### src/hw/rtl/mtm_pkg.sv
`default_nettype none

package mtm_pkg;

    localparam int TAPE_BITS = 4096;
    localparam int TAPE_AW   = $clog2(TAPE_BITS);

    localparam logic [1:0] REQ_LOAD    = 2'd0;
    localparam logic [1:0] REQ_STEP    = 2'd1;
    localparam logic [1:0] REQ_RESTART = 2'd2;

    localparam logic [4:0] NUM_STATES = 5'd17;
    localparam logic [4:0] ST_READ    = 5'd15;
    localparam logic [4:0] ST_EMIT    = 5'd16;

    typedef struct packed {
        logic       wr_one;
        logic       mv_right;
        logic [4:0] nxt;
    } t_entry;

    // Word handed from the top level to the step unit.
    typedef struct packed {
        logic [1:0]         req_type;
        logic [11:0]        load_addr;
        logic               load_bit;
        logic               in_bit;
        logic               sym;
        logic [4:0]         state;
        logic [TAPE_AW-1:0] head;
    } t_ex_req;

    // Tape write, new machine registers and the result word.
    typedef struct packed {
        logic               wr_en;
        logic [TAPE_AW-1:0] wr_addr;
        logic               wr_bit;
        logic [4:0]         state;
        logic [TAPE_AW-1:0] head;
        logic               out_valid;
        logic               out_bit;
        logic               in_taken;
        logic               overflow;
    } t_ex_res;

    function automatic t_entry step_entry(input logic [4:0] state, input logic sym);
        t_entry e0;
        t_entry e1;
        case (state)
            5'd0:  begin e0 = '{1'b1, 1'b1, 5'd0};  e1 = '{1'b0, 1'b1, 5'd1};  end
            5'd1:  begin e0 = '{1'b1, 1'b1, 5'd0};  e1 = '{1'b1, 1'b1, 5'd2};  end
            5'd2:  begin e0 = '{1'b0, 1'b0, 5'd4};  e1 = '{1'b0, 1'b0, 5'd6};  end
            5'd3:  begin e0 = '{1'b1, 1'b0, 5'd4};  e1 = '{1'b0, 1'b0, 5'd5};  end
            5'd4:  begin e0 = '{1'b1, 1'b0, 5'd3};  e1 = '{1'b1, 1'b1, 5'd0};  end
            5'd5:  begin e0 = '{1'b1, 1'b0, 5'd3};  e1 = '{1'b1, 1'b0, 5'd3};  end
            5'd6:  begin e0 = '{1'b1, 1'b0, 5'd6};  e1 = '{1'b0, 1'b0, 5'd7};  end
            5'd7:  begin e0 = '{1'b1, 1'b0, 5'd6};  e1 = '{1'b1, 1'b0, 5'd8};  end
            5'd8:  begin e0 = '{1'b1, 1'b0, 5'd9};  e1 = '{1'b0, 1'b1, 5'd0};  end
            5'd9:  begin e0 = '{1'b0, 1'b0, 5'd15}; e1 = '{1'b0, 1'b0, 5'd10}; end
            5'd10: begin e0 = '{1'b1, 1'b1, 5'd13}; e1 = '{1'b0, 1'b1, 5'd11}; end
            5'd11: begin e0 = '{1'b1, 1'b1, 5'd11}; e1 = '{1'b0, 1'b1, 5'd12}; end
            5'd12: begin e0 = '{1'b1, 1'b1, 5'd11}; e1 = '{1'b0, 1'b0, 5'd1};  end
            5'd13: begin e0 = '{1'b0, 1'b1, 5'd14}; e1 = '{1'b0, 1'b0, 5'd2};  end
            5'd14: begin e0 = '{1'b1, 1'b1, 5'd13}; e1 = '{1'b0, 1'b1, 5'd13}; end
            5'd15: begin e0 = '{1'b0, 1'b0, 5'd0};  e1 = '{1'b1, 1'b0, 5'd16}; end
            default: begin e0 = '{1'b0, 1'b0, 5'd0}; e1 = '{1'b0, 1'b0, 5'd0}; end
        endcase
        return sym ? e1 : e0;
    endfunction

endpackage

`default_nettype wire

### src/hw/rtl/mtm_exec.sv
`default_nettype none

module mtm_exec (
    input  wire mtm_pkg::t_ex_req i_req,
    output mtm_pkg::t_ex_res      o_res
);

    localparam logic [mtm_pkg::TAPE_AW-1:0] LAST = mtm_pkg::TAPE_AW'(mtm_pkg::TAPE_BITS - 1);
    localparam logic [mtm_pkg::TAPE_AW-1:0] ONE  = mtm_pkg::TAPE_AW'(1);

    mtm_pkg::t_entry ent;

    always_comb begin
        ent = mtm_pkg::step_entry(i_req.state, i_req.sym);

        o_res           = '0;
        o_res.state     = i_req.state;
        o_res.head      = i_req.head;
        o_res.wr_addr   = i_req.head;

        case (i_req.req_type)
            mtm_pkg::REQ_LOAD: begin
                o_res.wr_en   = 32'(i_req.load_addr) < 32'(mtm_pkg::TAPE_BITS);
                o_res.wr_addr = mtm_pkg::TAPE_AW'(i_req.load_addr);
                o_res.wr_bit  = i_req.load_bit;
            end
            mtm_pkg::REQ_RESTART: begin
                o_res.state = '0;
                o_res.head  = '0;
            end
            mtm_pkg::REQ_STEP: begin
                if (i_req.state < mtm_pkg::NUM_STATES) begin
                    o_res.wr_en  = 1'b1;
                    o_res.wr_bit = ent.wr_one;
                    // The input state copies the stream bit over a blank cell.
                    if (i_req.state == mtm_pkg::ST_READ && !i_req.sym) begin
                        o_res.wr_bit   = i_req.in_bit;
                        o_res.in_taken = 1'b1;
                    end else if (i_req.state == mtm_pkg::ST_EMIT) begin
                        o_res.out_valid = 1'b1;
                        o_res.out_bit   = i_req.sym;
                    end
                    if (ent.mv_right) begin
                        if (i_req.head == LAST) begin
                            o_res.overflow = 1'b1;
                        end else begin
                            o_res.head = i_req.head + ONE;
                        end
                    end else if (i_req.head != '0) begin
                        o_res.head = i_req.head - ONE;
                    end
                    o_res.state = ent.nxt;
                end
            end
            default: begin
            end
        endcase
    end

endmodule

`default_nettype wire

### config.mk
export PLATFORM = sky130hd
export DESIGN_NAME = mtm_exec
export DESIGN_NICKNAME = d
export VERILOG_FILES = /design/src/hw/rtl/mtm_pkg.sv /design/src/hw/rtl/mtm_exec.sv
export SDC_FILE = /design/constraint.sdc
export NUM_CORES = 1
export LEC_CHECK = 0
export BUFFER_PORTS_ARGS = -buffer_cell sky130_fd_sc_hd__buf_4
export CAP_MARGIN = 20
export CORE_ASPECT_RATIO = 0.6
export CORE_MARGIN = 5
export CORE_UTILIZATION = 46
export DETAILED_ROUTE_END_ITERATION = 8
export PLACE_DENSITY_LB_ADDON = 0.08
export SETUP_SLACK_MARGIN = 0.2
export SYNTH_ARGS = -nofsm -noshare
export SYNTH_HDL_FRONTEND = slang
export SYNTH_SLANG_ARGS = --single-unit
### constraint.sdc
create_clock -name vclk -period 2.9
set_input_delay 0.58 -clock vclk [all_inputs]
set_output_delay 0.58 -clock vclk [all_outputs]
set_load 0.1 [all_outputs]
==> flow_metrics.env, run 1 <==
export IMPL_dp_hpwl_um=6040
export IMPL_synth_cell_type_count=51
export IMPL_fp_dieW_um=85.9
export IMPL_port_buffer_count=69
export IMPL_synthAdderAreaFrac_pct=8.66
export IMPL_post_cts_buffers=5
export IMPL_pin_count=69
export IMPL_fp_dieH_um=55.5
export IMPL_floorplan_initialDensity_pct=48.4
export IMPL_avgSynthCellArea_um2=6.26
export IMPL_hold_buffers=0
export IMPL_netlist_top_cells_area="o21ai_0 8.8%, ha_1 8.7%, nand2_1 7.6%, mux2_2 7.1%, nand3_1 5.0%"
export IMPL_rows=16
export IMPL_yosysTopAreaCell="o21ai_0"
export IMPL_synthXorXnorAreaFrac_pct=1.65
export IMPL_synthesis_area_um2=1590
export IMPL_globalplace_congestion=0.976
export IMPL_synth_mux_area_share_pct=8.98
export IMPL_synth_top_family_by_area="simple AND/OR/NAND/NOR gates"
export IMPL_post_cts_resized=80
export IMPL_post_dp_cell_area_um2=2900
export IMPL_synth_compound_area_share_pct=30.9
export IMPL_yosys_warnings=0
export IMPL_synth_simple_area_share_pct=38.7
export IMPL_tool_error="[ERROR DPL-0033] detailed placement checks failed during check placement."
export IMPL_ys_seq_area_share_pct=0
export IMPL_synth_nets=299
export IMPL_lastStage="clock tree synthesis"
export IMPL_status="stopped before the end"
export IMPL_yosysTopAreaCellShare_pct=8.82
export IMPL_synth_cells=254
-- cells in the mapped netlist (5+ instances only) --
library cell	number
buf_2	6
o21ai_0	28
mux2_2	10
inv_1	12
clkbuf_1	12
nand4_1	6
nor2_1	21
nor4_1	5
a21oi_1	8
nand3_1	16
ha_1	11
nand2_1	32
nor3_1	14
or3_1	5
-- cell families after synthesis --
kind of cell | after synthesis
xor+xnor | 3
fa+ha+maj | 11
mux | 13
compound gates | 72
simple gates | 119
buf+inv | 36
-- metrics by stage --
stage	hold slack, ps	setup slack, ps	TNS (ps)	util, %	std cells
3_3_place_gp	1600	-282	-2130	88.3	412
2_1_floorplan	1380	-932	-2760	-	254
3_5_place_dp	1610	-272	-2710	88.3	412
==> run 2: changes to the inputs <==
--- a/config.mk
+++ b/config.mk
@@ -7,12 +7,10 @@
 export LEC_CHECK = 0
 export BUFFER_PORTS_ARGS = -buffer_cell sky130_fd_sc_hd__buf_4
 export CAP_MARGIN = 20
-export CORE_ASPECT_RATIO = 0.6
 export CORE_MARGIN = 5
-export CORE_UTILIZATION = 46
+export CORE_UTILIZATION = 35
 export DETAILED_ROUTE_END_ITERATION = 8
-export PLACE_DENSITY_LB_ADDON = 0.08
-export SETUP_SLACK_MARGIN = 0.2
+export PLACE_DENSITY_LB_ADDON = 0.15
 export SYNTH_ARGS = -nofsm -noshare
 export SYNTH_HDL_FRONTEND = slang
 export SYNTH_SLANG_ARGS = --single-unit
==> constraint.sdc (replaced) <==
create_clock -name vclk -period 3.75
set_input_delay 0.75 -clock vclk [all_inputs]
set_output_delay 0.75 -clock vclk [all_outputs]
set_load 0.1 [all_outputs]
==> flow_metrics.env, run 2 <==
export IMPL_status="completed"
export IMPL_pin_count=69
export IMPL_drive_gt1_share_pct=38.3
export IMPL_cp_start_kind="primary input"
export IMPL_fin_area_um2=2230
export IMPL_dp_cells=365
export IMPL_critPathCaptureType="output pin"
export IMPL_grt_start_max_net_pins=22
export IMPL_post_cts_buffers=0
export IMPL_grt_pass1_vias=1820
export IMPL_regArea_um2=0
export IMPL_hold_slack_ps=1940
export IMPL_cp_max_fo=7
export IMPL_core_area_um2=4380
export IMPL_grt_total_usage_pct=17.2
export IMPL_overflow=0
export IMPL_worst_pin_slew_ps=511
export IMPL_report_final_slew_viol_count=0
export IMPL_final_common_cell="buf_4"
export IMPL_antenna_cells=0
export IMPL_antenna_found_initial=0
export IMPL_fin_crit_sh_pct=95.1
export IMPL_rows=24
export IMPL_port_buffer_count=69
export IMPL_layout_common_cells="83 x buf_4, 32 x nand2_1, 18 x o21ai_0"
export IMPL_drc_errors=0
export IMPL_cp_required_ps=3000
export IMPL_n_fill_cell=465
export IMPL_vias_per_cell=5.57
export IMPL_synth_cells=254
export IMPL_ys_seq_area_share_pct=0
export IMPL_post_cts_resized=0
export IMPL_setup_viol=0
export IMPL_netlist_top_cells_area="o21ai_0 8.8%, ha_1 8.7%, nand2_1 7.6%, mux2_2 7.1%, nand3_1 5.0%"
export IMPL_fmax_ghz=0.280
export IMPL_p_leak_nw=0.978
export IMPL_holdPathStages=4
export IMPL_fp_dieW_um=77.4
export IMPL_area_growth_pct=40.6
export IMPL_yosysTopAreaCellShare_pct=8.82
export IMPL_grt_pass1_wl_um=9130
export IMPL_first_pass_iters=4
export IMPL_stdcell_count=365
export IMPL_post_dp_cell_area_um2=2230
export IMPL_arrival_ps=2820
export IMPL_via_count=2034
export IMPL_synth_cell_type_count=51
export IMPL_fp_dieH_um=77.4
export IMPL_synth_most_common_cell="nand2_1"
export IMPL_floorplan_initialDensity_pct=36.2
export IMPL_nets=360
export IMPL_slew_headroom_pct=65.8
export IMPL_yosysTopAreaCell="o21ai_0"
export IMPL_avgSynthCellArea_um2=6.26
export IMPL_ir_worst_vdd_mv=0.133
export IMPL_dieArea_um2=5990
export IMPL_multiInputGateArea_um2=1500
export IMPL_fin_util_pct=51.0
export IMPL_rsz0062_at_grt="false"
export IMPL_synth_nets=299
export IMPL_hold_buffers=0
export IMPL_yosys_warnings=0
export IMPL_n_sequential_cell=0
export IMPL_globalplace_congestion=0.907
export IMPL_hold_class="primary input to output pin"
export IMPL_final_setup_tns_ps=0
export IMPL_ant_nets=0
export IMPL_crit_type="primary input to output pin"
export IMPL_synthesis_area_um2=1590
export IMPL_layout_min_cycle_time_ps=3570
export IMPL_maxCapViolCount=0
export IMPL_drt_wl_total_um=5420
export IMPL_worstHoldStart="i_req[20]"
export IMPL_yosys_top_cells_count="32 x nand2_1, 28 x o21ai_0, 21 x nor2_1"
export IMPL_wl_per_cell_um=14.8
export IMPL_dp_hpwl_um=4320
export IMPL_final_hold_violation_count=0
export IMPL_first_iter_violations=210
export IMPL_clockBufferCount=0
export IMPL_hold_end="o_res[22]"
export IMPL_p_per_area_nw_per_um2=224
## run 2: cell counts after synthesis
Identical to the previous run, type by type.
## run 2: worst max path at each step
| stage | from | end | slack, ps | cells after the start |
|---|---|---|---|---|
| after global routing | i_req[1] | o_res[12] | 3 | 11 |
| after global placement | i_req[1] | o_res[9] | 170 | 11 |
| after floorplan | i_req[15] | o_res[2] | -500 | 5 |
| final | i_req[1] | o_res[9] | 180 | 11 |
| after CTS | i_req[1] | o_res[14] | 180 | 11 |
| after detailed placement | i_req[1] | o_res[13] | 190 | 11 |
## run 2: routing by layer
layer / up-vias / track usage (%) / wire [um]
li1: 1052 / - / -
met1: 895 / 28.2 / 2690
met2: 83 / 24.4 / 2340
met3: 4 / 2.20 / 367
met4: 0 / 1.03 / 24
met5: - / 0 / 0
## run 2: final cells by class
| cell class | instances | area share, % |
|---|---|---|
| Tap cell | 52 | 2.91 |
| Timing Repair Buffer | 83 | 27.9 |
| Multi-Input combinational cell | 218 | 67.2 |
| Inverter | 12 | 2.02 |
## run 2: kinds of logic after synthesis
| kind of cell | Yosys count | share of synthesized area (%) |
|---|---|---|
| XOR/XNOR | 3 | 1.65 |
| AND/OR/NAND/NOR | 119 | 38.7 |
| AO/OA/AOI/OAI | 72 | 30.9 |
| adder cells (fa/ha/maj) | 11 | 8.66 |
| buffers and inverters | 36 | 11.1 |
| multiplexers | 13 | 8.98 |
## run 2: where the power goes
part           internal [mW]  total (mW)  leakage [nW]  switching (mW)
registers                  0           0             0               0
clock network              0           0             0               0
logic                  0.135       0.501         0.978           0.366
total                  0.135       0.501         0.978           0.366
## run 2: worst max-delay path, cell delays in order
cell and delay [ps]:
buf_4 120, inv_1 110, ha_1 180, or3b_1 410, nor4_4 300, buf_4 200
nor4_1 60, mux2i_1 160, xor2_1 250, nor2_4 40, buf_4 230
## run 2: metrics by stage
stage	setup slack, ps	power (mW)
after CTS	181	0.501
after global routing	3.10	0.527
after floorplan	-501	0.385
final	182	0.501
after detailed placement	188	0.500
after global placement	175	0.500
No activity file was read; power rests on OpenSTA's default activity.
==> run 3: changes to the inputs <==
--- a/config.mk
+++ b/config.mk
@@ -11,6 +11,7 @@
 export CORE_UTILIZATION = 35
 export DETAILED_ROUTE_END_ITERATION = 8
 export PLACE_DENSITY_LB_ADDON = 0.15
+export REMOVE_ABC_BUFFERS = 1
 export SYNTH_ARGS = -nofsm -noshare
 export SYNTH_HDL_FRONTEND = slang
 export SYNTH_SLANG_ARGS = --single-unit
==> flow_metrics.env, run 3 (synthesized netlist as in run 2, its figures left out) <==
export IMPL_status="completed"
export IMPL_dieArea_um2=5990
export IMPL_wl_per_cell_um=15.0
export IMPL_setup_viol=0
export IMPL_drive_gt1_share_pct=33.5
export IMPL_grt_pass1_vias=1902
export IMPL_cp_start_kind="primary input"
export IMPL_hold_end="o_res[28]"
export IMPL_p_clk_share_pct=0
export IMPL_via_count=2063
export IMPL_rows=24
export IMPL_ir_worst_vdd_mv=0.136
export IMPL_final_setup_tns_ps=0
export IMPL_critPathCaptureType="output pin"
export IMPL_fp_dieH_um=77.4
export IMPL_crit_path_top_delay_cell="o32a_1"
export IMPL_finalPower_uw=486
export IMPL_rsz0062_at_grt="false"
export IMPL_n_fill_cell=480
export IMPL_path_common_cell="buf_4"
export IMPL_intPower_uw=128
export IMPL_fmax_ghz=0.278
export IMPL_post_cts_buffers=0
export IMPL_layout_min_cycle_time_ps=3590
export IMPL_drc_errors=0
export IMPL_crit_type="primary input to output pin"
export IMPL_n_sequential_cell=0
export IMPL_core_area_um2=4380
export IMPL_p_leak_nw=0.954
export IMPL_hold_class="primary input to output pin"
export IMPL_overflow=0
export IMPL_max_stage_delay_ps=330
export IMPL_worst_pin_slew_ps=518
export IMPL_pin_count=69
export IMPL_power_frac_seq_pct=0
export IMPL_layout_common_cells="83 x buf_4, 32 x nand2_1, 28 x o21ai_0"
export IMPL_maxCapViolCount=0
export IMPL_final_common_cell="buf_4"
export IMPL_cp_top_family="compound AO/OA/AOI/OAI gates"
export IMPL_grt_pass1_wl_um=8870
export IMPL_antenna_found_initial=0
export IMPL_fin_crit_sh_pct=95.8
export IMPL_cp_num_buf_inv=4
export IMPL_ant_nets=0
export IMPL_combPwrFrac_pct=100.0
export IMPL_drt_wl_total_um=5470
export IMPL_holdPathStages=4
export IMPL_dp_hpwl_um=4290
export IMPL_hold_slack_ps=1960
export IMPL_clockBufferCount=0
export IMPL_p_per_area_nw_per_um2=226
export IMPL_arrival_ps=2840
export IMPL_grt_start_max_net_pins=22
export IMPL_worstPathCellList="buf_4, inv_1, ha_1, nor2b_1, o32a_1, a21oi_1, buf_4, a21oi_1, a211oi_1, a31o_1, buf_4"
export IMPL_first_pass_iters=4
export IMPL_first_iter_violations=145
export IMPL_grt_total_usage_pct=16.7
export IMPL_fp_dieW_um=77.4
export IMPL_switching_share_pct=73.6
export IMPL_cp_max_fo=13
export IMPL_antenna_cells=0
export IMPL_port_buffer_count=69
export IMPL_p_sw_uw=358
export IMPL_area_growth_pct=35.4
export IMPL_nets=360
export IMPL_regArea_um2=0
export IMPL_floorplan_initialDensity_pct=36.2
export IMPL_slew_headroom_pct=65.2
export IMPL_vias_per_cell=5.65
export IMPL_hold_buffers=0
export IMPL_final_hold_violation_count=0
export IMPL_worstHoldStart="i_req[26]"
export IMPL_report_final_slew_viol_count=0
export IMPL_cp_required_ps=3000
export IMPL_globalplace_congestion=0.864
-- run 3: cell counts in the layout (fill, tap and decap cells not counted) --
Identical to the previous run, type by type.
-- run 3: how the worst max path moves through the flow --
stage / startpoint / to / slack (ps) / cells past startpoint
2_1_floorplan: i_req[15] / o_res[2] / -2260 / 4
3_3_place_gp: i_req[13] / o_res[4] / 210 / 11
3_5_place_dp: i_req[0] / o_res[14] / 190 / 11
4_1_cts: i_req[0] / o_res[14] / 180 / 11
5_1_grt: i_req[1] / o_res[14] / 10 / 11
6_report: i_req[13] / o_res[4] / 160 / 11
-- run 3: what timing repair did --
item | CTS | global route
resized for setup | 0 | 1
setup endpoints to repair | 0 | 1
hold endpoints to repair | 0 | 0
-- run 3: layer usage --
metal	part of all wire [%]	up-vias	GRT usage (%)
met4	0.91	0	2.06
li1	-	1050	-
met3	6.2	6	1.85
met1	47	936	24.0
met2	45	71	27.6
met5	0	-	0
-- run 3: power groups by stage --
stage          clock network, mW  logic [mW]  registers (mW)
3_3_place_gp                   0       0.484               0
6_report                       0       0.486               0
5_1_grt                        0       0.513               0
2_1_floorplan                  0       0.344               0
4_1_cts                        0       0.487               0
3_5_place_dp                   0       0.485               0
-- run 3: area by class of cell --
class | count | area (um2) | share of cell area [%]
multi-input cells | 218 | 1420 | 65.9
repair buffers | 83 | 623 | 29.0
well taps | 52 | 65.1 | 3.03
inverters | 12 | 45.0 | 2.09
-- run 3: tightest hold or removal path, delay by kind of cell --
family	cells	cell delay, ps
AOI/OAI and AO/OA	1	70
buffers and inverters	2	330
and+or+nand+nor	1	50
-- run 3: per-stage QoR --
| step | util [%] | std cells | cell area (um2) | setup WS (ps) |
|---|---|---|---|---|
| detailed placement | 48.9 | 365 | 2150 | 192 |
| floorplan | - | 230 | 1460 | -2260 |
| CTS | 48.9 | 365 | 2150 | 176 |
| global route | 49.1 | 365 | 2150 | 13.2 |
| global placement | 48.9 | 365 | 2150 | 215 |
| finish | 49.1 | 365 | 2150 | 156 |
